### src/sv/xtc_pkg.sv
// ----------------------------------------------------------------------------
// xtc_pkg
// Shared constants, coefficient matrix and stage payload types for the
// XYZ to CMYK conversion pipeline.
// ----------------------------------------------------------------------------
package xtc_pkg;

  // Fixed-point format of the XYZ inputs
  localparam int FRAC_BITS = 16;
  localparam int IN_W      = 17;
  localparam int PCT_W     = 7;
  localparam int NCH       = 3;

  // Matrix coefficients are signed integers in units of 1e-6
  localparam int COEF_W = 23;
  localparam int PROD_W = IN_W + 1 + COEF_W;
  localparam int SUM_W  = PROD_W + 2;

  // 1.0 in sum units is 1e6 << FRAC_BITS, and 1e6 < 2^20
  localparam int INK_W = 20 + FRAC_BITS;
  localparam int NUM_W = INK_W + PCT_W;
  localparam int CMP_W = (SUM_W > INK_W + 1) ? SUM_W : INK_W + 1;

  localparam logic [INK_W-1:0] FULL = INK_W'(64'd1000000 << FRAC_BITS);
  localparam logic signed [CMP_W-1:0] FULL_CMP = CMP_W'(FULL);

  // Divider: one quotient bit per stage, three ink lanes plus black
  localparam int DIV_STAGES = PCT_W;
  localparam int LANES      = NCH + 1;
  localparam int BLK_LANE   = NCH;

  typedef logic signed [COEF_W-1:0] coef_t;

  localparam coef_t MAT [NCH][NCH] = '{
    '{coef_t'(3063219),  coef_t'(-1393326), coef_t'(-475801)},
    '{coef_t'(-969245),  coef_t'(1875968),  coef_t'(41555)},
    '{coef_t'(67872),    coef_t'(-228833),  coef_t'(1069251)}
  };

  // Clamped inks leaving the matrix section
  typedef struct packed {
    logic [NCH-1:0][INK_W-1:0] ink;
    logic                      oog;
  } ink_t;

  // Scaled numerators and shared denominator entering the divider
  typedef struct packed {
    logic [NCH-1:0][NUM_W-1:0] num;
    logic [NUM_W-1:0]          knum;
    logic [INK_W-1:0]          den;
    logic                      blk_full;
    logic                      oog;
  } div_in_t;

  // One divider stage
  typedef struct packed {
    logic [LANES-1:0][NUM_W-1:0] rem;
    logic [LANES-1:0][PCT_W-1:0] quo;
    logic [INK_W-1:0]            den;
    logic                        blk_full;
    logic                        oog;
  } div_t;

  // Final result
  typedef struct packed {
    logic [PCT_W-1:0] cyan;
    logic [PCT_W-1:0] magenta;
    logic [PCT_W-1:0] yellow;
    logic [PCT_W-1:0] black;
    logic             oog;
  } result_t;

  // Multiply by 100 as shift-and-add: 64 + 32 + 4
  function automatic logic [NUM_W-1:0] times100(input logic [INK_W-1:0] val);
    logic [NUM_W-1:0] ext;
    ext = NUM_W'(val);
    return (ext << 6) + (ext << 5) + (ext << 2);
  endfunction

endpackage

### src/sv/xtc_ink.sv
// ----------------------------------------------------------------------------
// xtc_ink
// Two-stage black extraction: take black as the smallest ink, then form the
// scaled numerators and the shared denominator for the divider.
// ----------------------------------------------------------------------------
module xtc_ink (
  input  logic              clk_i,
  input  logic              rst_ni,
  input  logic              in_valid_i,
  output logic              in_ready_o,
  input  xtc_pkg::ink_t     in_i,
  output logic              out_valid_o,
  input  logic              out_ready_i,
  output xtc_pkg::div_in_t  out_o
);
  import xtc_pkg::*;

  localparam int STAGES = 2;

  logic [STAGES-1:0] vld_q;
  logic [STAGES:0]   down;

  ink_t             ink_q;
  logic [INK_W-1:0] k_d;
  logic [INK_W-1:0] k_q;
  div_in_t          div_d;
  div_in_t          div_q;

  // Stage enables
  always_comb begin
    down[STAGES] = out_ready_i;
    for (int s = STAGES - 1; s >= 0; s--) begin
      down[s] = !vld_q[s] || down[s+1];
    end
  end

  assign in_ready_o  = down[0];
  assign out_valid_o = vld_q[STAGES-1];
  assign out_o       = div_q;

  always_ff @(posedge clk_i or negedge rst_ni) begin
    if (!rst_ni) begin
      vld_q <= '0;
    end else begin
      if (down[0]) vld_q[0] <= in_valid_i;
      if (down[1]) vld_q[1] <= vld_q[0];
    end
  end

  // Stage 1: black is the smallest ink
  always_comb begin
    k_d = in_i.ink[0];
    if (in_i.ink[1] < k_d) k_d = in_i.ink[1];
    if (in_i.ink[2] < k_d) k_d = in_i.ink[2];
  end

  // Stage 2: remove black and scale by 100
  always_comb begin
    for (int i = 0; i < NCH; i++) begin
      div_d.num[i] = times100(ink_q.ink[i] - k_q);
    end
    div_d.knum     = times100(k_q);
    div_d.den      = FULL - k_q;
    div_d.blk_full = (k_q == FULL);
    div_d.oog      = ink_q.oog;
  end

  always_ff @(posedge clk_i) begin
    if (down[0] && in_valid_i) begin
      ink_q <= in_i;
      k_q   <= k_d;
    end
    if (down[1] && vld_q[0]) div_q <= div_d;
  end

endmodule

### config.mk
export PLATFORM = sky130hd
export DESIGN_NAME = xtc_ink
export DESIGN_NICKNAME = d
export VERILOG_FILES = /design/src/sv/xtc_pkg.sv /design/src/sv/xtc_ink.sv
export SDC_FILE = /design/constraint.sdc
export NUM_CORES = 1
export LEC_CHECK = 0
export ABC_AREA = 1
export ABC_CLOCK_PERIOD_IN_PS = 16550
export BUFFER_PORTS_ARGS = -buffer_cell sky130_fd_sc_hd__buf_2
export CAP_MARGIN = 20
export CORE_ASPECT_RATIO = 1.5
export CORE_MARGIN = 2
export CORE_UTILIZATION = 25
export DETAILED_ROUTE_END_ITERATION = 8
export SYNTH_ARGS = -nofsm -noshare
export SYNTH_HDL_FRONTEND = slang
export SYNTH_SLANG_ARGS = --single-unit
### constraint.sdc
create_clock -name clk_i -period 16.55 [get_ports clk_i]
set_input_delay 3.31 -clock clk_i [delete_from_list [all_inputs] [get_ports clk_i]]
set_output_delay 3.31 -clock clk_i [all_outputs]
set_load 0.005 [all_outputs]
; ---- Word-level counts from Yosys, hierarchy flattened
; Index checks and enable logic that the tools add are counted.
[classes]
addsub = 12
n_mul = 0
div_mod_pow = 0
magnitude_cmp = 2
eq_ne = 1
n_shift = 0
muxes = 2
n_bitwise = 0
reduce_logical = 6
[op_table]
columns = cell, n
row1 = adder 42 x 41 -> 43 bit, 4
row2 = adder 43 x 38 -> 43 bit, 4
row3 = subtractor 36 bit, 3
row4 = less-than comparator 36 bit, 2
row5 = 2-to-1 mux 36 bit, 2
row6 = "== test 36 bit, second input constant", 1
row7 = "subtractor 36 bit, first input constant", 1
row8 = logical AND 1 bit, 2
row9 = logical NOT 1 bit, 2
row10 = logical OR 1 bit, 2
[totals]
register_bits = 357
latchBits = 0
mem_bits_rw = 0
mem_bits_ro = 0
in_bits = 113
wordCells = 37
mem_count = 0

; ---- Logic depth before layout (Yosys ltp)
[depth]
depth_word = 4
ltp_mapped = 32
depth_no_buf = 32

; ---- Least setup slack after synthesis
; Ideal clock, no wire load.
[synth_path]
path_type = input port to flip-flop
from = input port out_ready_i
to = register div_q, in the netlist out_o[0], enable pin
setup_ns = 0.829
arrival_ns = 12.985
required_time_ns = 15.721
path_slack_ns = 2.736
cell_stages = 2
path_buffers = 0
cell_sequence = inv_1 -> a21oi_1
[synth_between]
elab_chain_cells = 2
[synth_lines]
columns = item, line_no
row1 = "start, declared", xtc_ink.sv:13  ; input logic out_ready_i,
row2 = logical OR 1 bit, xtc_ink.sv:33  ; down[s] = !vld_q[s] || down[s+1];
row3 = logical AND 1 bit, xtc_ink.sv:73  ; if (down[1] && vld_q[0]) div_q <= div_d;
row4 = "end signal, assigned", xtc_ink.sv:73
row5 = "end, declared", xtc_ink.sv:27  ; div_in_t div_q;
; Every way passes these cells.
; A chain may end at the register's enable or synchronous reset.

; ---- Worst setup path in the final report
[layout_path]
from = input port in_i[35] (netlist name)
to = register k_q[28], data pin
[layout_between]
elab_chain_cells = 4
[layout_lines]
columns = item, line_no
row1 = "start, declared", xtc_ink.sv:11  ; input xtc_pkg::ink_t in_i,
row2 = less-than comparator 36 bit, xtc_ink.sv:53  ; if (in_i.ink[1] < k_d) k_d = in_i.ink[1];
row3 = 2-to-1 mux 36 bit (*), xtc_ink.sv:53
row4 = less-than comparator 36 bit, xtc_ink.sv:54  ; if (in_i.ink[2] < k_d) k_d = in_i.ink[2];
row5 = 2-to-1 mux 36 bit (*), xtc_ink.sv:54
row6 = net k_d[28], xtc_ink.sv:24  ; logic [INK_W-1:0] k_d;
row7 = "end signal, assigned", xtc_ink.sv:71  ; k_q <= k_d;
row8 = "end, declared", xtc_ink.sv:25  ; logic [INK_W-1:0] k_q;
; The timed path passes the listed nets; every way through them passes the cells marked *.

==> run metrics <==
status finished, final reports clean; final period utilization 48.5%; fin nets 4858; Hold Crit Class reg2reg; RD Place Congestion 0.926; CTS Root Cell clkbuf_16; Synth Flop Type edfxtp_1; utilization after layout 28.9%; drt first pass iters 5; worst slew pin tran 0.974 ns; FFs w/ async S/R, synth 0.575%; RSZ-0062 raised after global routing no; setup ws final 8.52 ns; Routed WL per cell 20.1 µm; Post-Synthesis Cells 3894; GRT Total Usage 17.7%; Layout area overhead 15.2%; vias in the first global route 28300; Worst setup SP type primary input; post-CTS sizing 0; # hold bufs at CTS 0; largest net degree at the start of global routing 72; CTS H-tree lvls 2; Post-DP HPWL 102 mm; grt peak-use layer met2; Synth Cell Area 32500 µm²; Period minus WS final 8.03 ns; CTS Buf Count 38; Worst Path Max Fanout 71; Max Freq 125 MHz; Post-Route Setup TNS 0 ns; Via Count 27900; TritonCTS clock tree built; synth warn 0; first-pass GRT wire length 176 mm; reg-to-reg startpoint k_q[25]; met2 Track Usage GR 31.9%; Port Buffers 316; Syn Area/Cell 8.36 µm²; Register Area 10400 µm²; met1 usage 20.0%; WP data arrival 8.50 ns; core footprint 130000 µm²; CP Class in2reg; Place WS 8.02 ns; Required @ worst endpoint 17.02 ns; initial antenna violation count 47; Distinct cells, synth 54; clock-pin slew on the worst setup and hold paths 0.06 ns; post-synth top area cell edfxtp_1; latest clock arrival within the worst-skew pair 0.63 ns; Multi-input gate area 19400 µm²; crit path launch in_i[35]; Initial DRC Count 1653; Routed WL 120 mm; CTS Sinks 348; height of the die 446 µm; layout cells sized above 1 10.9%; Rows 162; synth top area cells edfxtp_1, ha_1, nand2_1, inv_1, fa_1; MaxCap Viol Count 0; DRC 0; number of synthesized flops with an enable pin 346; vias per inst 4.65; Final Hold Viols 0; FF+latch count, synth 348; I/O pin total 325; proportion of netlist area held by the largest area contributor 31.9%; Post-DRT Antenna Nets 0; # setup viols final 0; post-synthesis sequential area ratio 32.1%; Max Slew Vio Count 0; hold wc startpoint div_d[0]; slew margin rel. 35.1%; initial core utilization 25.1%; Post-CTS Repair Setup Buffers 0; clock skew 0.0408 ns; met3 usage 3.52%; Max clock buf depth 3; layout filler cell count 14000; die area 133000 µm²; GRT Residual Overflow 0; die extent in x 299 µm; CP endpoint kind register
==> Yosys cell counts, types with 4 or more instances <==
master,number
edfxtp_1,346
inv_1,671
nand4_1,28
o21a_1,25
buf_4,9
nor2_4,6
a21boi_1,6
xor2_1,183
nor2_1,272
nor3_1,26
a21o_1,40
o21ai_1,14
nand2_4,4
xor2_2,9
a21boi_2,4
o31ai_1,6
nand3_1,111
nand2_2,13
fa_1,99
o21ai_2,13
o21ai_0,176
ha_1,409
a31oi_1,53
nor4_1,17
o21bai_1,14
nand2_1,803
clkbuf_1,12
xnor2_1,85
o211ai_1,21
a21boi_0,6
o2111ai_1,8
a21oi_1,339
a21oi_2,11
o221ai_1,19
nor2_2,6
==> critical path, cell delays in order <==
cell      delay, ns
buf_2          0.17
inv_1          0.11
ha_1           0.30
nand2_1        0.09
nor2_2         0.05
a21boi_0       0.12
nor2_1         0.29
nand2_1        0.13
nor2_1         0.24
nand2_4        0.43
o21ai_0        0.44
inv_1          0.08
ha_1           0.30
nand2_1        0.14
nor2_1         0.13
nand4_1        0.20
nor4_2         0.28
nand2_1        0.21
nor4_1         0.40
nand2_4        0.35
nand2_4        0.48
nand2_1        0.12
nand2_1        0.08
==> final cells by class <==
| class | count | area share [%] |
|---|---|---|
| well taps | 1722 | 5.75 |
| inverters | 674 | 6.76 |
| clock buffers | 46 | 2.70 |
| flip-flops and latches | 348 | 27.9 |
| diodes | 12 | 0.0801 |
| clock inverters | 22 | 0.598 |
| multi-input cells | 2852 | 51.9 |
| repair buffers | 323 | 4.36 |
==> stage by stage <==
step / instances / instance area, µm² / hold WS, ns
3_3_place_gp: 5919 / 36200 / 0.402
2_1_floorplan: 3901 / 32600 / 0.400
6_report: 5999 / 37500 / 0.422
5_1_grt: 5991 / 37500 / 0.424
3_5_place_dp: 5919 / 36200 / 0.413
4_1_cts: 5987 / 37400 / 0.422
==> layout by cell type (no fill, tap or decap), drive strengths merged, types with 111 or more instances in the layout <==
master and instances:
a21oi 351, buf 323, edfxtp 346, ha 409, inv 677, nand2 820, nand3 111, nor2 284
o21ai 205, xor2 192
==> path summary, 6_finish.rpt <==
| check | depth (start not counted) | end | slack, ns |
|---|---|---|---|
| min in group asynchronous | 1 | vld_q[1] | 2.46 |
| hold reg to reg | 0 | out_o[0] | 0.42 |
| setup / recovery | 23 | k_q[28] | 8.52 |
| max in group asynchronous | 1 | vld_q[0] | 13.99 |
| setup reg to reg | 18 | out_o[121] | 10.39 |
| hold / removal | 0 | out_o[0] | 0.42 |
==> state kept, by name, summed over array words and instances, names as in the netlist <==
register  cells
ink_q       108
out_o       201
vld_q         2
div_d         1
k_q          36
==> layer usage <==
| metal | vias up | wire length (µm) |
|---|---|---|
| met5 | - | 240 |
| met4 | 40 | 5750 |
| met3 | 269 | 6820 |
| met2 | 750 | 59600 |
| met1 | 13200 | 47900 |
| li1 | 13700 | - |
==> logic make-up after synthesis <==
| family | count (synthesis) | share of synthesized area [%] |
|---|---|---|
| xor+xnor | 278 | 7.71 |
| flops | 348 | 32.1 |
| buf+inv | 701 | 8.27 |
| fa+ha+maj | 508 | 21.8 |
| other cells | 1 | 0.0115 |
| compound gates | 767 | 13.9 |
| simple gates | 1291 | 16.2 |
Power is not shown: default switching activity piles up to over one toggle a cycle in this logic, so the estimate is an artifact.
