File: src/sv/xtc_pkg.sv
// ----------------------------------------------------------------------------
// xtc_pkg
// Shared constants, coefficient matrix and stage payload types for the
// XYZ to CMYK conversion pipeline.
// ----------------------------------------------------------------------------
package xtc_pkg;

  // Fixed-point format of the XYZ inputs
  localparam int FRAC_BITS = 16;
  localparam int IN_W      = 17;
  localparam int PCT_W     = 7;
  localparam int NCH       = 3;

  // Matrix coefficients are signed integers in units of 1e-6
  localparam int COEF_W = 23;
  localparam int PROD_W = IN_W + 1 + COEF_W;
  localparam int SUM_W  = PROD_W + 2;

  // 1.0 in sum units is 1e6 << FRAC_BITS, and 1e6 < 2^20
  localparam int INK_W = 20 + FRAC_BITS;
  localparam int NUM_W = INK_W + PCT_W;
  localparam int CMP_W = (SUM_W > INK_W + 1) ? SUM_W : INK_W + 1;

  localparam logic [INK_W-1:0] FULL = INK_W'(64'd1000000 << FRAC_BITS);
  localparam logic signed [CMP_W-1:0] FULL_CMP = CMP_W'(FULL);

  // Divider: one quotient bit per stage, three ink lanes plus black
  localparam int DIV_STAGES = PCT_W;
  localparam int LANES      = NCH + 1;
  localparam int BLK_LANE   = NCH;

  typedef logic signed [COEF_W-1:0] coef_t;

  localparam coef_t MAT [NCH][NCH] = '{
    '{coef_t'(3063219),  coef_t'(-1393326), coef_t'(-475801)},
    '{coef_t'(-969245),  coef_t'(1875968),  coef_t'(41555)},
    '{coef_t'(67872),    coef_t'(-228833),  coef_t'(1069251)}
  };

  // Clamped inks leaving the matrix section
  typedef struct packed {
    logic [NCH-1:0][INK_W-1:0] ink;
    logic                      oog;
  } ink_t;

  // Scaled numerators and shared denominator entering the divider
  typedef struct packed {
    logic [NCH-1:0][NUM_W-1:0] num;
    logic [NUM_W-1:0]          knum;
    logic [INK_W-1:0]          den;
    logic                      blk_full;
    logic                      oog;
  } div_in_t;

  // One divider stage
  typedef struct packed {
    logic [LANES-1:0][NUM_W-1:0] rem;
    logic [LANES-1:0][PCT_W-1:0] quo;
    logic [INK_W-1:0]            den;
    logic                        blk_full;
    logic                        oog;
  } div_t;

  // Final result
  typedef struct packed {
    logic [PCT_W-1:0] cyan;
    logic [PCT_W-1:0] magenta;
    logic [PCT_W-1:0] yellow;
    logic [PCT_W-1:0] black;
    logic             oog;
  } result_t;

  // Multiply by 100 as shift-and-add: 64 + 32 + 4
  function automatic logic [NUM_W-1:0] times100(input logic [INK_W-1:0] val);
    logic [NUM_W-1:0] ext;
    ext = NUM_W'(val);
    return (ext << 6) + (ext << 5) + (ext << 2);
  endfunction

endpackage

File: src/sv/xtc_matrix.sv
// ----------------------------------------------------------------------------
// xtc_matrix
// Three-stage XYZ to linear RGB matrix: multiply, sum, then clamp to [0,1]
// and convert each channel to ink as 1.0 minus the channel.
// ----------------------------------------------------------------------------
module xtc_matrix (
  input  logic                      clk_i,
  input  logic                      rst_ni,
  input  logic                      in_valid_i,
  output logic                      in_ready_o,
  input  logic [xtc_pkg::IN_W-1:0]  x_i,
  input  logic [xtc_pkg::IN_W-1:0]  y_i,
  input  logic [xtc_pkg::IN_W-1:0]  z_i,
  output logic                      out_valid_o,
  input  logic                      out_ready_i,
  output xtc_pkg::ink_t             out_o
);
  import xtc_pkg::*;

  localparam int STAGES = 3;

  logic [STAGES-1:0] vld_q;
  logic [STAGES:0]   down;

  logic signed [IN_W:0]     xyz_s [NCH];
  logic signed [PROD_W-1:0] prod_d [NCH][NCH];
  logic signed [PROD_W-1:0] prod_q [NCH][NCH];
  logic signed [SUM_W-1:0]  sum_d [NCH];
  logic signed [SUM_W-1:0]  sum_q [NCH];
  ink_t                     ink_d;
  ink_t                     ink_q;

  // Stage enables: a stage advances when empty or when its successor moves
  always_comb begin
    down[STAGES] = out_ready_i;
    for (int s = STAGES - 1; s >= 0; s--) begin
      down[s] = !vld_q[s] || down[s+1];
    end
  end

  assign in_ready_o  = down[0];
  assign out_valid_o = vld_q[STAGES-1];
  assign out_o       = ink_q;

  // Advance valid bits
  always_ff @(posedge clk_i or negedge rst_ni) begin
    if (!rst_ni) begin
      vld_q <= '0;
    end else begin
      if (down[0]) vld_q[0] <= in_valid_i;
      if (down[1]) vld_q[1] <= vld_q[0];
      if (down[2]) vld_q[2] <= vld_q[1];
    end
  end

  // Stage 1: nine products
  assign xyz_s[0] = $signed({1'b0, x_i});
  assign xyz_s[1] = $signed({1'b0, y_i});
  assign xyz_s[2] = $signed({1'b0, z_i});

  always_comb begin
    for (int r = 0; r < NCH; r++) begin
      for (int c = 0; c < NCH; c++) begin
        prod_d[r][c] = PROD_W'(xyz_s[c]) * PROD_W'(MAT[r][c]);
      end
    end
  end

  // Stage 2: row sums
  always_comb begin
    for (int r = 0; r < NCH; r++) begin
      sum_d[r] = SUM_W'(prod_q[r][0]) + SUM_W'(prod_q[r][1]) + SUM_W'(prod_q[r][2]);
    end
  end

  // Stage 3: clamp each channel and flip to ink
  always_comb begin
    logic signed [CMP_W-1:0] ext;
    logic [INK_W-1:0]        ch;
    ink_d.oog = 1'b0;
    for (int r = 0; r < NCH; r++) begin
      ext = CMP_W'(sum_q[r]);
      if (ext[CMP_W-1]) begin
        ch        = '0;
        ink_d.oog = 1'b1;
      end else if (ext > FULL_CMP) begin
        ch        = FULL;
        ink_d.oog = 1'b1;
      end else begin
        ch = ext[INK_W-1:0];
      end
      ink_d.ink[r] = FULL - ch;
    end
  end

  // Hold payload on stall, load on advance
  always_ff @(posedge clk_i) begin
    if (down[0] && in_valid_i) prod_q <= prod_d;
    if (down[1] && vld_q[0])   sum_q  <= sum_d;
    if (down[2] && vld_q[1])   ink_q  <= ink_d;
  end

endmodule

File: config.mk
export PLATFORM = sky130hd
export DESIGN_NAME = xtc_matrix
export DESIGN_NICKNAME = d
export VERILOG_FILES = /design/src/sv/xtc_pkg.sv /design/src/sv/xtc_matrix.sv
export SDC_FILE = /design/constraint.sdc
export NUM_CORES = 2
export LEC_CHECK = 0
export ABC_AREA = 0
export BUFFER_PORTS_ARGS = -buffer_cell sky130_fd_sc_hd__buf_2
export CAP_MARGIN = 10
export CORE_ASPECT_RATIO = 0.5
export CORE_UTILIZATION = 36
export CTS_CLUSTER_DIAMETER = 30
export DETAILED_ROUTE_END_ITERATION = 16
export MAX_ROUTING_LAYER = met4
export SETUP_SLACK_MARGIN = 0.02
export SYNTH_ARGS = -nofsm -noshare
export SYNTH_HDL_FRONTEND = slang
export SYNTH_SLANG_ARGS = --single-unit
File: constraint.sdc
create_clock -name clk_i -period 13.8 [get_ports clk_i]
set_input_delay 0.69 -clock clk_i [delete_from_list [all_inputs] [get_ports clk_i]]
set_output_delay 0.69 -clock clk_i [all_outputs]
set_load 0.02 [all_outputs]
---- Word level (Yosys, flattened, before mapping) ----
Index checks and enable logic that the tools add are counted.
storage, ports and cells
  bits in registers ....................... 558
  bits in latches ......................... 0
  bits in writable memories ............... 0
  ROM bits ................................ 0
  word-level logic and storage cells ...... 57
  memories kept ........................... 0
cells by class
  add/subtract/negate cells ............... 9
  multipliers ............................. 9
  div/mod/pow operators ................... 0
  $lt $le $gt $ge ......................... 3
  eq/ne operators ......................... 0
  shift operators ......................... 0
  mux-type cells .......................... 7
  bitwise logic cells ..................... 0
  reductions and logical operators ........ 10
operators by type and width
  kind                                                                               count
  36-bit 2-to-1 mux                                                                  6
  43-bit by 37-bit greater-than comparator with 1-bit output, second input constant  3
  36-bit subtractor, first input constant                                            3
  18-bit by 21-bit multiplier with 39-bit output, second input constant              2
  41-bit by 38-bit adder with 42-bit output                                          1
  40-bit by 34-bit adder with 41-bit output                                          1
  40-bit by 40-bit adder with 41-bit output                                          1
  38-bit by 39-bit adder with 40-bit output                                          1
  39-bit by 39-bit adder with 40-bit output                                          1
  17-bit by 22-bit multiplier with 39-bit output, second input constant              1
  35-bit by 37-bit adder with 38-bit output                                          1
  17-bit by 21-bit multiplier with 38-bit output, second input constant              1
  18-bit by 20-bit multiplier with 38-bit output, second input constant              1
  18-bit by 19-bit multiplier with 37-bit output, second input constant              1
  17-bit by 16-bit multiplier with 33-bit output, second input constant              1
  17-bit by 12-bit multiplier with 29-bit output, second input constant              1
  17-bit by 8-bit multiplier with 25-bit output, second input constant               1
  5-bit OR reduction                                                                 1
  1-bit logical AND                                                                  3
  1-bit logical NOT                                                                  3
  1-bit logical OR                                                                   3
  1-bit 2-to-1 mux                                                                   1

---- Logic depth before layout (Yosys ltp) ----
  word-level depth ........................ 5
  mapped depth ............................ 24
  gate-level depth less buffers ........... 24

---- Least setup slack after synthesis ----
OpenSTA, ideal clock, no wires.
  kind .................................... input port to flip-flop
  from .................................... input port out_ready_i
  to ...................................... register prod_q[100] (netlist bit), enable pin
  library setup time ...................... 0.706 ns
  arrival ................................. 7.959 ns
  data required time ...................... 13.094 ns
  setup slack ............................. 5.135 ns
  cell stages on the path ................. 3
  path through ............................ nor2b_1 -> nand3_1 -> and2_1
between the ends
  cells in the longest elaborated chain, start to end .. 4
RTL lines
  item                           RTL line          RTL
  start, declared                xtc_matrix.sv:15  input logic out_ready_i,
  1-bit logical OR (3 in a row)  xtc_matrix.sv:37  down[s] = !vld_q[s] || down[s+1];
  via in_ready_o                 xtc_matrix.sv:10  output logic in_ready_o,
  1-bit logical AND              xtc_matrix.sv:98  if (down[0] && in_valid_i) prod_q <= prod_d;
  end signal, assigned           xtc_matrix.sv:98
  end, declared                  xtc_matrix.sv:27  logic signed [PROD_W-1:0] prod_q [NCH][NCH];
The timed path passes the listed nets, and every way through them passes these cells.
A chain may end at the register's enable or synchronous reset.

==> key figures <==
Timing
  – Final slew viol count: 0
  – F_max: 142 MHz
  – Unrepaired setup endpoints after global routing: false
  – Final Hold Fails: 0
  – Period utilization: 0.512
  – Final Skew: 0.0661 ns
  – Slew @ Worst Pin: around 1.1 ns
  – Setup TNS: 0 ns
  – Number of setup violations in the final report: 0
  – Slew margin rel.: 0.230
  – Hold Worst Slack: 0.178 ns
  – Final worst slack: 6.74 ns
  – Min cycle time layout: 7.06 ns

Critical path
  – CP max FO: 13
  – Data required time at the worst endpoint: around 14 ns
  – Reg-to-reg slack, setup: between 8 and 9 ns
  – RR Endpoint: sum_q[41]$_DFFE_PP_
  – Critical path startpoint category: input pin
  – Endpoint class of the critical path: register
  – Crit path arrival time: 7.56 ns
  – Worst setup path category: in2reg
  – Reg2reg start: prod_q[41]$_DFFE_PP_
  – Reg2Reg Depth: 13

Routing
  – First-iteration detailed-routing DRC count: 3533
  – First-pass DRT Iterations: 11
  – Vias per inst: 4.99
  – DR WL/cell: 21.2 um
  – Final wirelength: roughly 210 mm
  – Via count: 49900
  – DRT antenna net count: 0
  – DRC Markers: 12

Synth
  – Ranking of synthesized cells by area: fa_1 28%, edfxtp_1 22%, ha_1 20%
  – Ys async rst share: 0.00555
  – Area share of the largest cell type after synthesis: 0.283
  – Syn Nets: slightly above 9000
  – Most frequent cell after synthesis: inv_1
  – Syn Inst Count: approximately 6900
  – Yosys reg bits: ~540
  – Syn Area/Cell: 10.6 um^2
  – Cell variety after synth: 89
  – Synth Warn #: 0
  – EDFF count, synth: 538
  – Dominant synthesized flop cell: edfxtp_1
  – Seq/Total Area, Yosys: 0.221
  – Synth cell count leaders: 1601 x inv_1, 1153 x ha_1, 1040 x fa_1, 538 x edfxtp_1, 336 x a21oi_1
  – Leading area contributor after synthesis: fa_1
  – Area of the mapped netlist: 73600 um^2

Placed design
  – PortBufs: about 170
  – Placed cells: 9769
  – DP Wirelength: roughly 180 mm
  – Pre-CTS WS: about 6 ns
  – Gp weighted congestion: 0.959

Clocking
  – # clock sinks: 541
  – Root Buffer: clkbuf_16
  – H-tree depth: 3
  – # Post-CTS Setup Buffers: 0
  – Later-pin clock latency in the skew report: 0.76 ns
  – CTS max path bufs: 3
  – CTS tree: done
  – Post-cts sizing count: 0
  – Hold Buf Count CTS: 1
  – Worst-path clk slew: 0.05 ns
  – CTS Buf Count: 119

Run
  – Max-capacitance violation count: 0

Global routing
  – GRT overflow: 0
  – Largest net degree at the start of global routing: between 70 and 80
  – Vias in the first global route: approximately 50000
  – Initial antenna violation count: 19
  – Total Routing Usage GR: 0.215
  – First-pass GRT wire length: between 300 and 400 mm

Floorplanning
  – Initial Util: 0.365
  – Die area: 206000 um^2
  – Die height: 322 um
  – Cell row count: 116
  – Chip Width: 641 um
  – CORE AREA: approximately 200000 um^2
  – Top Ports: 166

Status
  – Violated checks: design-rule violations
  – Outcome: finished, violations left

Worst hold path
  – Hold_sp: in_valid_i
  – WHS Path Cells: 2
  – Hold Crit Class: in2reg
  – Worst hold endpoint: vld_q[0]$_DFFE_PN0N_

Cells and area
  – Post-layout nets: 9425
  – Area Overhead vs Synth: 11.4%
  – Layout filler cell count: 19500
  – Fraction of layout cells with a size suffix above 1: 0.0637
  – Finished Layout Cells: approximately 10000
[per-stage QoR]
step                      area [um^2]  utilization
after floorplan                 73600            -
after global placement          77800        0.386
after detailed placement        77800        0.386
after CTS                       82000        0.407
after global routing            82000        0.407
final                           82000        0.407
[registers in the layout, indices dropped and copies added, names as in the netlist]
signal and flops:
out_o 109, vld_q 3, sum_q 122, prod_q 307
[logic make-up (layout without fill, tap and decap cells)]
| kind of cell | after synthesis | count (layout) | synth area share |
|---|---|---|---|
| buf+inv | 1645 | 2013 | 0.0840 |
| simple gates | 971 | 971 | 0.0653 |
| other cells | 0 | 8 | 0 |
| xor+xnor | 420 | 420 | 0.0500 |
| fa+ha+maj | 2193 | 2193 | 0.479 |
| mux | 10 | 10 | 0.00138 |
| flops | 541 | 541 | 0.221 |
| compound gates | 1136 | 1136 | 0.0994 |
[worst max path at each step]
| stage | startpoint | to | slack, ns |
|---|---|---|---|
| final | x_i[15] | prod_q[365]$_DFFE_PP_ | 6.74 |
| after global routing | x_i[15] | prod_q[365]$_DFFE_PP_ | 6.29 |
| after global placement | x_i[15] | prod_q[365]$_DFFE_PP_ | 6.01 |
| after floorplan | out_ready_i | prod_q[100]$_DFFE_PP_ | 5.13 |
| after CTS | x_i[15] | prod_q[365]$_DFFE_PP_ | 6.74 |
| after detailed placement | x_i[15] | prod_q[365]$_DFFE_PP_ | 5.94 |
[metal layers]
metal / GRT usage / vias up / share of wire
li1: - / 23500 / -
met1: 0.286 / 24700 / 0.45
met5: - / - / 0
met4: 0.0676 / 0 / 0.033
met2: 0.315 / 1492 / 0.43
met3: 0.0627 / 295 / 0.090
[layout make-up]
class	count	area, um^2	share of cell area
Antenna cell	8	20.0	0.000244
Clock buffer	127	3030	0.0369
Clock inverter	101	1150	0.0141
Inverter	1601	6010	0.0733
Multi-Input combinational cell	4730	51200	0.624
Sequential cell	541	16200	0.198
Tap cell	2714	3400	0.0414
Timing Repair Buffer	184	971	0.0118
[layout by cell type, fill, tap and decap left out, drive strengths merged, types with 27 or more instances in the layout]
| master | synthesis | layout |
|---|---|---|
| clkinv | 0 | 44 |
| nand2b | 76 | 76 |
| a21o | 187 | 187 |
| inv | 1601 | 1625 |
| o21a | 49 | 49 |
| xnor2 | 288 | 288 |
| xor2 | 132 | 132 |
| nand4 | 28 | 28 |
| ha | 1153 | 1153 |
| a31oi | 36 | 36 |
| nand3 | 64 | 64 |
| buf | 8 | 183 |
| or2 | 32 | 32 |
| o21ai | 222 | 222 |
| a211oi | 50 | 50 |
| nor2b | 49 | 49 |
| o21bai | 57 | 57 |
| fa | 1040 | 1040 |
| nor2 | 282 | 282 |
| clkbuf | 36 | 127 |
| edfxtp | 538 | 538 |
| nor3 | 83 | 83 |
| a21oi | 337 | 337 |
| or3 | 28 | 28 |
| and3 | 34 | 34 |
| nand2 | 203 | 203 |
| and2 | 27 | 27 |
[worst max-delay path, cell delays in order]
cell	delay, ns
buf_2	0.37
inv_1	0.24
ha_1	0.75
xor2_1	0.20
ha_1	0.39
fa_1	0.52
fa_1	0.52
fa_1	0.55
inv_1	0.06
fa_1	0.52
inv_1	0.04
ha_1	0.35
a21o_1	0.19
a21oi_1	0.14
nor2b_1	0.08
nor2_1	0.16
o21ai_0	0.12
a211oi_1	0.52
o21bai_1	0.21
a41oi_1	0.32
o2111ai_1	0.22
o31ai_1	0.28
xnor2_1	0.10
Power is left out: the tool's default activity adds up to more than one toggle a clock period on the data nets, which glitch-free logic cannot reach.
