==> src/sv/xtc_pkg.sv <==
// ----------------------------------------------------------------------------
// xtc_pkg
// Shared constants, coefficient matrix and stage payload types for the
// XYZ to CMYK conversion pipeline.
// ----------------------------------------------------------------------------
package xtc_pkg;

  // Fixed-point format of the XYZ inputs
  localparam int FRAC_BITS = 16;
  localparam int IN_W      = 17;
  localparam int PCT_W     = 7;
  localparam int NCH       = 3;

  // Matrix coefficients are signed integers in units of 1e-6
  localparam int COEF_W = 23;
  localparam int PROD_W = IN_W + 1 + COEF_W;
  localparam int SUM_W  = PROD_W + 2;

  // 1.0 in sum units is 1e6 << FRAC_BITS, and 1e6 < 2^20
  localparam int INK_W = 20 + FRAC_BITS;
  localparam int NUM_W = INK_W + PCT_W;
  localparam int CMP_W = (SUM_W > INK_W + 1) ? SUM_W : INK_W + 1;

  localparam logic [INK_W-1:0] FULL = INK_W'(64'd1000000 << FRAC_BITS);
  localparam logic signed [CMP_W-1:0] FULL_CMP = CMP_W'(FULL);

  // Divider: one quotient bit per stage, three ink lanes plus black
  localparam int DIV_STAGES = PCT_W;
  localparam int LANES      = NCH + 1;
  localparam int BLK_LANE   = NCH;

  typedef logic signed [COEF_W-1:0] coef_t;

  localparam coef_t MAT [NCH][NCH] = '{
    '{coef_t'(3063219),  coef_t'(-1393326), coef_t'(-475801)},
    '{coef_t'(-969245),  coef_t'(1875968),  coef_t'(41555)},
    '{coef_t'(67872),    coef_t'(-228833),  coef_t'(1069251)}
  };

  // Clamped inks leaving the matrix section
  typedef struct packed {
    logic [NCH-1:0][INK_W-1:0] ink;
    logic                      oog;
  } ink_t;

  // Scaled numerators and shared denominator entering the divider
  typedef struct packed {
    logic [NCH-1:0][NUM_W-1:0] num;
    logic [NUM_W-1:0]          knum;
    logic [INK_W-1:0]          den;
    logic                      blk_full;
    logic                      oog;
  } div_in_t;

  // One divider stage
  typedef struct packed {
    logic [LANES-1:0][NUM_W-1:0] rem;
    logic [LANES-1:0][PCT_W-1:0] quo;
    logic [INK_W-1:0]            den;
    logic                        blk_full;
    logic                        oog;
  } div_t;

  // Final result
  typedef struct packed {
    logic [PCT_W-1:0] cyan;
    logic [PCT_W-1:0] magenta;
    logic [PCT_W-1:0] yellow;
    logic [PCT_W-1:0] black;
    logic             oog;
  } result_t;

  // Multiply by 100 as shift-and-add: 64 + 32 + 4
  function automatic logic [NUM_W-1:0] times100(input logic [INK_W-1:0] val);
    logic [NUM_W-1:0] ext;
    ext = NUM_W'(val);
    return (ext << 6) + (ext << 5) + (ext << 2);
  endfunction

endpackage

==> src/sv/xtc_divide.sv <==
// ----------------------------------------------------------------------------
// xtc_divide
// Restoring divider pipeline, one quotient bit per stage, for the three
// chromatic inks and black in parallel lanes; forms the final percentages.
// ----------------------------------------------------------------------------
module xtc_divide (
  input  logic              clk_i,
  input  logic              rst_ni,
  input  logic              in_valid_i,
  output logic              in_ready_o,
  input  xtc_pkg::div_in_t  in_i,
  output logic              out_valid_o,
  input  logic              out_ready_i,
  output xtc_pkg::result_t  out_o
);
  import xtc_pkg::*;

  logic [DIV_STAGES-1:0] vld_q;
  logic [DIV_STAGES:0]   down;

  div_t stage_q [DIV_STAGES];
  div_t src     [DIV_STAGES];
  div_t nxt     [DIV_STAGES];
  div_t init;

  // Stage enables
  always_comb begin
    down[DIV_STAGES] = out_ready_i;
    for (int s = DIV_STAGES - 1; s >= 0; s--) begin
      down[s] = !vld_q[s] || down[s+1];
    end
  end

  assign in_ready_o  = down[0];
  assign out_valid_o = vld_q[DIV_STAGES-1];

  always_ff @(posedge clk_i or negedge rst_ni) begin
    if (!rst_ni) begin
      vld_q <= '0;
    end else begin
      if (down[0]) vld_q[0] <= in_valid_i;
      for (int s = 1; s < DIV_STAGES; s++) begin
        if (down[s]) vld_q[s] <= vld_q[s-1];
      end
    end
  end

  // Seed the remainders with the scaled numerators
  always_comb begin
    for (int l = 0; l < NCH; l++) begin
      init.rem[l] = in_i.num[l];
    end
    init.rem[BLK_LANE] = in_i.knum;
    init.quo           = '0;
    init.den           = in_i.den;
    init.blk_full      = in_i.blk_full;
    init.oog           = in_i.oog;
  end

  // Each stage tries the divisor shifted to its quotient bit
  always_comb begin
    logic [NUM_W-1:0] sh;
    logic             ge;
    src[0] = init;
    for (int s = 1; s < DIV_STAGES; s++) begin
      src[s] = stage_q[s-1];
    end
    for (int s = 0; s < DIV_STAGES; s++) begin
      nxt[s] = src[s];
      for (int l = 0; l < LANES; l++) begin
        if (l == BLK_LANE) begin
          sh = NUM_W'(FULL) << (DIV_STAGES - 1 - s);
        end else begin
          sh = NUM_W'(src[s].den) << (DIV_STAGES - 1 - s);
        end
        ge = (src[s].rem[l] >= sh);
        nxt[s].rem[l] = ge ? (src[s].rem[l] - sh) : src[s].rem[l];
        nxt[s].quo[l] = {src[s].quo[l][PCT_W-2:0], ge};
      end
    end
  end

  always_ff @(posedge clk_i) begin
    if (down[0] && in_valid_i) stage_q[0] <= nxt[0];
    for (int s = 1; s < DIV_STAGES; s++) begin
      if (down[s] && vld_q[s-1]) stage_q[s] <= nxt[s];
    end
  end

  // Drop chromatic inks when black is full
  always_comb begin
    if (stage_q[DIV_STAGES-1].blk_full) begin
      out_o.cyan    = '0;
      out_o.magenta = '0;
      out_o.yellow  = '0;
    end else begin
      out_o.cyan    = stage_q[DIV_STAGES-1].quo[0];
      out_o.magenta = stage_q[DIV_STAGES-1].quo[1];
      out_o.yellow  = stage_q[DIV_STAGES-1].quo[2];
    end
    out_o.black = stage_q[DIV_STAGES-1].quo[BLK_LANE];
    out_o.oog   = stage_q[DIV_STAGES-1].oog;
  end

endmodule
==> config.mk <==
export PLATFORM = sky130hd
export DESIGN_NAME = xtc_divide
export DESIGN_NICKNAME = d
export VERILOG_FILES = /design/src/sv/xtc_pkg.sv /design/src/sv/xtc_divide.sv
export SDC_FILE = /design/constraint.sdc
export NUM_CORES = 2
export LEC_CHECK = 0
export BUFFER_PORTS_ARGS = -buffer_cell sky130_fd_sc_hd__buf_2
export CAP_MARGIN = 5
export CORE_MARGIN = 2
export CORE_UTILIZATION = 38
export DETAILED_ROUTE_END_ITERATION = 8
export PLACE_DENSITY = 0.57
export SYNTH_ARGS = -nofsm -noshare
export SYNTH_HDL_FRONTEND = slang
export SYNTH_SLANG_ARGS = --single-unit
export TNS_END_PERCENT = 30
==> constraint.sdc <==
create_clock -name clk_i -period 15.5 [get_ports clk_i]
set_input_delay 3.1 -clock clk_i [delete_from_list [all_inputs] [get_ports clk_i]]
set_output_delay 3.1 -clock clk_i [all_outputs]
set_load 0.02 [all_outputs]
Word level (Yosys, flattened, before mapping)
Memories as Yosys holds them, arrays and structs flattened.
Cells that the tools add are included.
{"block": "op_classes", "n_addsub": 28, "mul": 0, "div_mod_pow": 0, "n_lt_le_gt_ge": 28, "eq_ne": 0, "shifts": 0, "n_mux": 43, "n_bitwise": 0, "n_reduce_logical": 21}
{"cell": "43-bit two-way mux", "n": 28}
{"cell": "43-bit by 36-bit >= comparator with 1-bit output", "n": 3}
{"cell": "43-bit by 37-bit >= comparator with 1-bit output", "n": 3}
{"cell": "43-bit by 38-bit >= comparator with 1-bit output", "n": 3}
{"cell": "43-bit by 39-bit >= comparator with 1-bit output", "n": 3}
{"cell": "43-bit by 40-bit >= comparator with 1-bit output", "n": 3}
{"cell": "43-bit by 41-bit >= comparator with 1-bit output", "n": 3}
{"cell": "43-bit by 42-bit >= comparator with 1-bit output", "n": 3}
{"cell": "43-bit by 36-bit subtractor with 43-bit output", "n": 3}
{"cell": "43-bit by 37-bit subtractor with 43-bit output", "n": 3}
{"cell": "43-bit by 38-bit subtractor with 43-bit output", "n": 3}
{"cell": "43-bit by 39-bit subtractor with 43-bit output", "n": 3}
{"cell": "43-bit by 40-bit subtractor with 43-bit output", "n": 3}
{"cell": "43-bit by 41-bit subtractor with 43-bit output", "n": 3}
{"cell": "43-bit by 42-bit subtractor with 43-bit output", "n": 3}
{"cell": "43-bit by 36-bit >= comparator with 1-bit output, second input constant", "n": 1}
{"cell": "43-bit by 37-bit >= comparator with 1-bit output, second input constant", "n": 1}
{"cell": "43-bit by 38-bit >= comparator with 1-bit output, second input constant", "n": 1}
{"cell": "43-bit by 39-bit >= comparator with 1-bit output, second input constant", "n": 1}
{"cell": "43-bit by 40-bit >= comparator with 1-bit output, second input constant", "n": 1}
{"cell": "43-bit by 41-bit >= comparator with 1-bit output, second input constant", "n": 1}
{"cell": "43-bit by 42-bit >= comparator with 1-bit output, second input constant", "n": 1}
{"cell": "43-bit by 36-bit subtractor with 43-bit output, second input constant", "n": 1}
{"cell": "43-bit by 37-bit subtractor with 43-bit output, second input constant", "n": 1}
{"cell": "other kinds (10)", "n": 41}
{"block": "totals", "regBits": 7, "latchBits": 0, "ram_bits": 1666, "mem_bits_ro": 0, "elab_cells": 128, "mem_count": 1}
{"name": "stage_q", "depth": 7, "word_bits": 238, "rd": 7, "rd_clocked_by_memory_dff": 0, "write_ports": 7, "line": "xtc_divide.sv:21", "source": "div_t stage_q [DIV_STAGES];"}

Logic depth before layout (Yosys ltp)
{"block": "depth", "ltp_word": 11, "ltp_mapped": 18}

Least setup slack after synthesis
No wires, ideal clock.
{"block": "synth_path", "kind": "input to register", "start": "input out_ready_i", "end": "memory stage_q[4][0] (netlist name), enable pin", "t_arrival_ns": 14.590, "t_required_ns": 14.542, "setup_slack_ns": -0.048, "stages": 2, "path_cell_list": "nor2b_1 a31oi_1"}
{"item": "from (decl)", "line": "xtc_divide.sv:13", "source": "input logic out_ready_i,"}
{"item": "to (decl)", "line": "xtc_divide.sv:21"}

Final worst setup path
{"block": "layout_path", "start": "input out_ready_i", "end": "output in_ready_o"}
{"block": "layout_via", "elab_chain_len": 7}
{"item": "1-bit logical OR (7 in series)", "line": "xtc_divide.sv:30", "source": "down[s] = !vld_q[s] || down[s+1];"}
{"item": "to (decl)", "line": "xtc_divide.sv:10", "source": "output logic in_ready_o,"}
Every way passes these cells.

==> summary.txt <==
Status
  – Status: complete, no violations

Pwr
  – Pwr dens: 200 nW/um2
  – Post-layout total power: 19.8 mW
  – Leakage: 39.4 nW
  – Worst VDD drop: 0.128 mV

Timing
  – Slew HR: 20.4%
  – Final hold vios: 0
  – Setup WS post-layout: 7.83 ns
  – Final min period: 7.67 ns
  – Setup Skew: 0.0436 ns
  – Final TNS setup: 0 ns
  – Final setup fails: 0
  – Min Hold Slack: 0.390 ns
  – Crit share post-route: 49.5%
  – Tightest Pin Transition: 1.18 ns
  – Fmax: 130 MHz
  – Max Slew Vio Count: 0
  – RSZ-0062 raised after global routing: no

Logic synthesis
  – Fraction of registers with async set/reset: 0.515%
  – Ys flop type: edfxtp_1
  – Avg Cell Area, Syn: 10.2 um2
  – Mapped Nets: 9751
  – Synth cell types: 106
  – Synthesized cell area: 89100 um2
  – Share of the yosys chip area belonging to registers: 45.8%
  – Synth warnings: 0
  – Post-synth EDFFs: 1352
  – Synth Instances: 8754
  – Synth Register Bits: 1359

Flow run
  – Max cap viols: 0

Worst setup path
  – Worst path most repeated cell: buf_2
  – Worst path max stage delay: 0.43 ns
  – WP data arrival: 4.57 ns
  – CP Cell Sequence: buf_2, nor2b_1, nand3_1, nor2_1, nand4_1, buf_2
  – Type of element capturing the critical path: output pin
  – Worst-path fanout max: 5
  – Worst Setup Start Kind: input pin
  – CP required: 12.40 ns
  – WP depth: 6
  – CP Class: in -> out
  – Buf/Inv on CP: 2
  – CP delay by family, top: simple AND/OR/NAND/NOR gates
  – Reg2reg path depth: 14
  – Crit-path slowest cell: nor2b_1

Route
  – Number of vias per cell: 5.52
  – Via count: 67301
  – Total Wirelength: 281000 um
  – Drt first pass iters: 6
  – DR DRC count: 0
  – Wire length per cell: 23.1 um
  – Iter 0 DRT Violations: 5319
  – Post-route ant nets: 0

Placement
  – Post-DP HPWL: 232000 um
  – GPL Wtd Cong: 0.968
  – Place WS: 7.61 ns
  – Port Buffers: 244
  – Dpl cell area: 93600 um2
  – Cells after DPL: 11894

Cells and area
  – Fin area: 98900 um2
  – Most frequent cells in the layout: 1352 x edfxtp_1, 852 x nand2_1, 798 x a21oi_1
  – Fillers: 22220
  – Most common cell after layout, fill and taps aside: edfxtp_1
  – Final core utilization: 42.5%
  – Area Growth Syn to Fin: 11.0%
  – Final non-filler cell total: 12188
  – Share of cells above drive strength 1: 7.83%
  – Fin nets: 9916

Die
  – Die H: 488 um
  – Initial Util: 38.3%
  – Die area: 238000 um2
  – Die width: 488 um
  – I/O pin cnt: 245
  – Core area: 233000 um2
  – FP Rows: 177

Clocking
  – Clock Path Buffers: 3
  – PostCTS Resize Cnt: 0
  – Skew-Pair Late Insertion Delay: 0.84 ns
  – Reg clk slew, reported paths: 0.07 ns
  – Cts hold-fix bufs: 0
  – CTS tree: done
  – H-tree level count: 4
  – Clk sinks: 1359
  – Post-CTS Setup Inserts: 0
  – CTS root buffer: clkbuf_16
  – Number of CTS-inserted buffers: 155

Min path
  – WHS Path Cells: 0
  – Worst Hold Class: reg -> reg

GRT
  – Largest net degree at the start of global routing: 157
  – Vias in the first global route: 66289
  – Remaining Overflow, GRT: 0
  – Initial antenna violation count: 9
  – Global Route Usage Sum: 23.2%
  – Wire length of the first global-routing pass: 414000 um
-- metal layers --
| metal | share of wire [%] | wire [um] | up-vias | global-route usage, % |
|---|---|---|---|---|
| li1 | - | - | 32816 | - |
| met1 | 45 | 128000 | 32197 | 31.4 |
| met2 | 46 | 128000 | 1896 | 37.6 |
| met3 | 4.3 | 12100 | 390 | 2.41 |
| met4 | 4.7 | 13100 | 2 | 10.1 |
| met5 | 0.0025 | 7 | - | 0 |
-- sequential cells by signal, indices dropped and copies added, names as in the netlist --
| signal | count |
|---|---|
| vld_q | 7 |
| stage_q | 1352 |
-- worst paths after layout --
kind                                startpoint  slack (ns)               to
max in group asynchronous               rst_ni       13.24         vld_q[1]
min in group asynchronous               rst_ni        2.10         vld_q[3]
worst min-delay path            stage_q[5][59]        0.39   stage_q[6][60]
worst max register to register   stage_q[3][3]       10.35  stage_q[4][107]
worst min register to register  stage_q[5][59]        0.39   stage_q[6][60]
worst max-delay path               out_ready_i        7.83       in_ready_o
-- logic make-up (layout without fill, tap and decap cells) --
logic type	after synthesis	after routing	share of synthesized area, %
adders and majority gates	783	783	11.2
xor gates and xnor gates	718	718	7.06
AOI/OAI and AO/OA	2683	2683	18.7
muxes	95	95	1.19
other	0	6	0
DFF	1359	1359	45.8
and+or+nand+nor	2372	2372	12.8
buffers and inverters	744	1040	3.33
-- final cells by class --
cell class	instances	area [um2]	share of cell area (%)
diodes	6	15.0	0.0152
clock buffers	187	4040	4.09
clock inverters	101	1250	1.26
inverters	467	1750	1.77
multi-input cells	6651	45500	46.0
flip-flops and latches	1359	40800	41.2
well taps	3132	3920	3.96
repair buffers	285	1600	1.62
-- cell usage after synthesis (12+ instances only) --
master	n	area share [%]
edfxtp_1	1352	46
nand2_1	853	3.6
a21oi_1	798	4.5
ha_1	765	11
o21ai_0	736	4.1
nor2_1	491	2.1
inv_1	466	2.0
a21o_1	455	3.8
xnor2_1	399	3.9
xor2_1	319	3.1
clkbuf_1	184	0.78
nand3_1	155	0.87
nor2b_1	136	0.96
nand4_1	134	0.94
nor3_1	122	0.69
nand2b_1	118	0.83
o21bai_1	99	0.83
nor4_1	96	0.67
a31oi_1	77	0.54
mux2_2	76	0.96
o21a_1	75	0.63
and3_1	74	0.52
a211oi_1	62	0.52
buf_2	61	0.34
o31ai_1	42	0.35
o211ai_1	38	0.32
and2_1	37	0.26
o21ai_1	35	0.20
or3_1	32	0.22
a21boi_0	27	0.23
or2_2	24	0.17
buf_4	21	0.18
a221oi_1	19	0.19
fa_1	18	0.40
nor4b_1	17	0.17
and4_1	16	0.16
or4_1	16	0.13
a211o_1	14	0.14
a31o_2	14	0.14
a2111oi_0	13	0.13
a41oi_1	13	0.13
a221o_1	12	0.13
o31a_1	12	0.12
-- power breakdown --
part           total [mW]  internal, mW  switching, mW
Combinational        9.21          3.59           5.62
Sequential           6.81          5.89          0.919
Clock                3.79          2.23           1.56
Total                19.8          11.7           8.10
-- worst register-to-register path: stages, from the launching register on --
cell and delay [ns]:
edfxtp_1 0.54, inv_1 0.17, ha_1 0.50, nor2b_1 0.22, o31a_1 0.19, o21ai_1 0.15, a41oi_1 0.55, a31oi_1 0.35
o31a_1 0.44, o21ai_1 0.22, or3_2 0.15, buf_4 0.54, nor4b_2 0.42, o311ai_0 0.22, xnor2_1 0.30
Note: power is estimated with default switching activity, not from simulation.
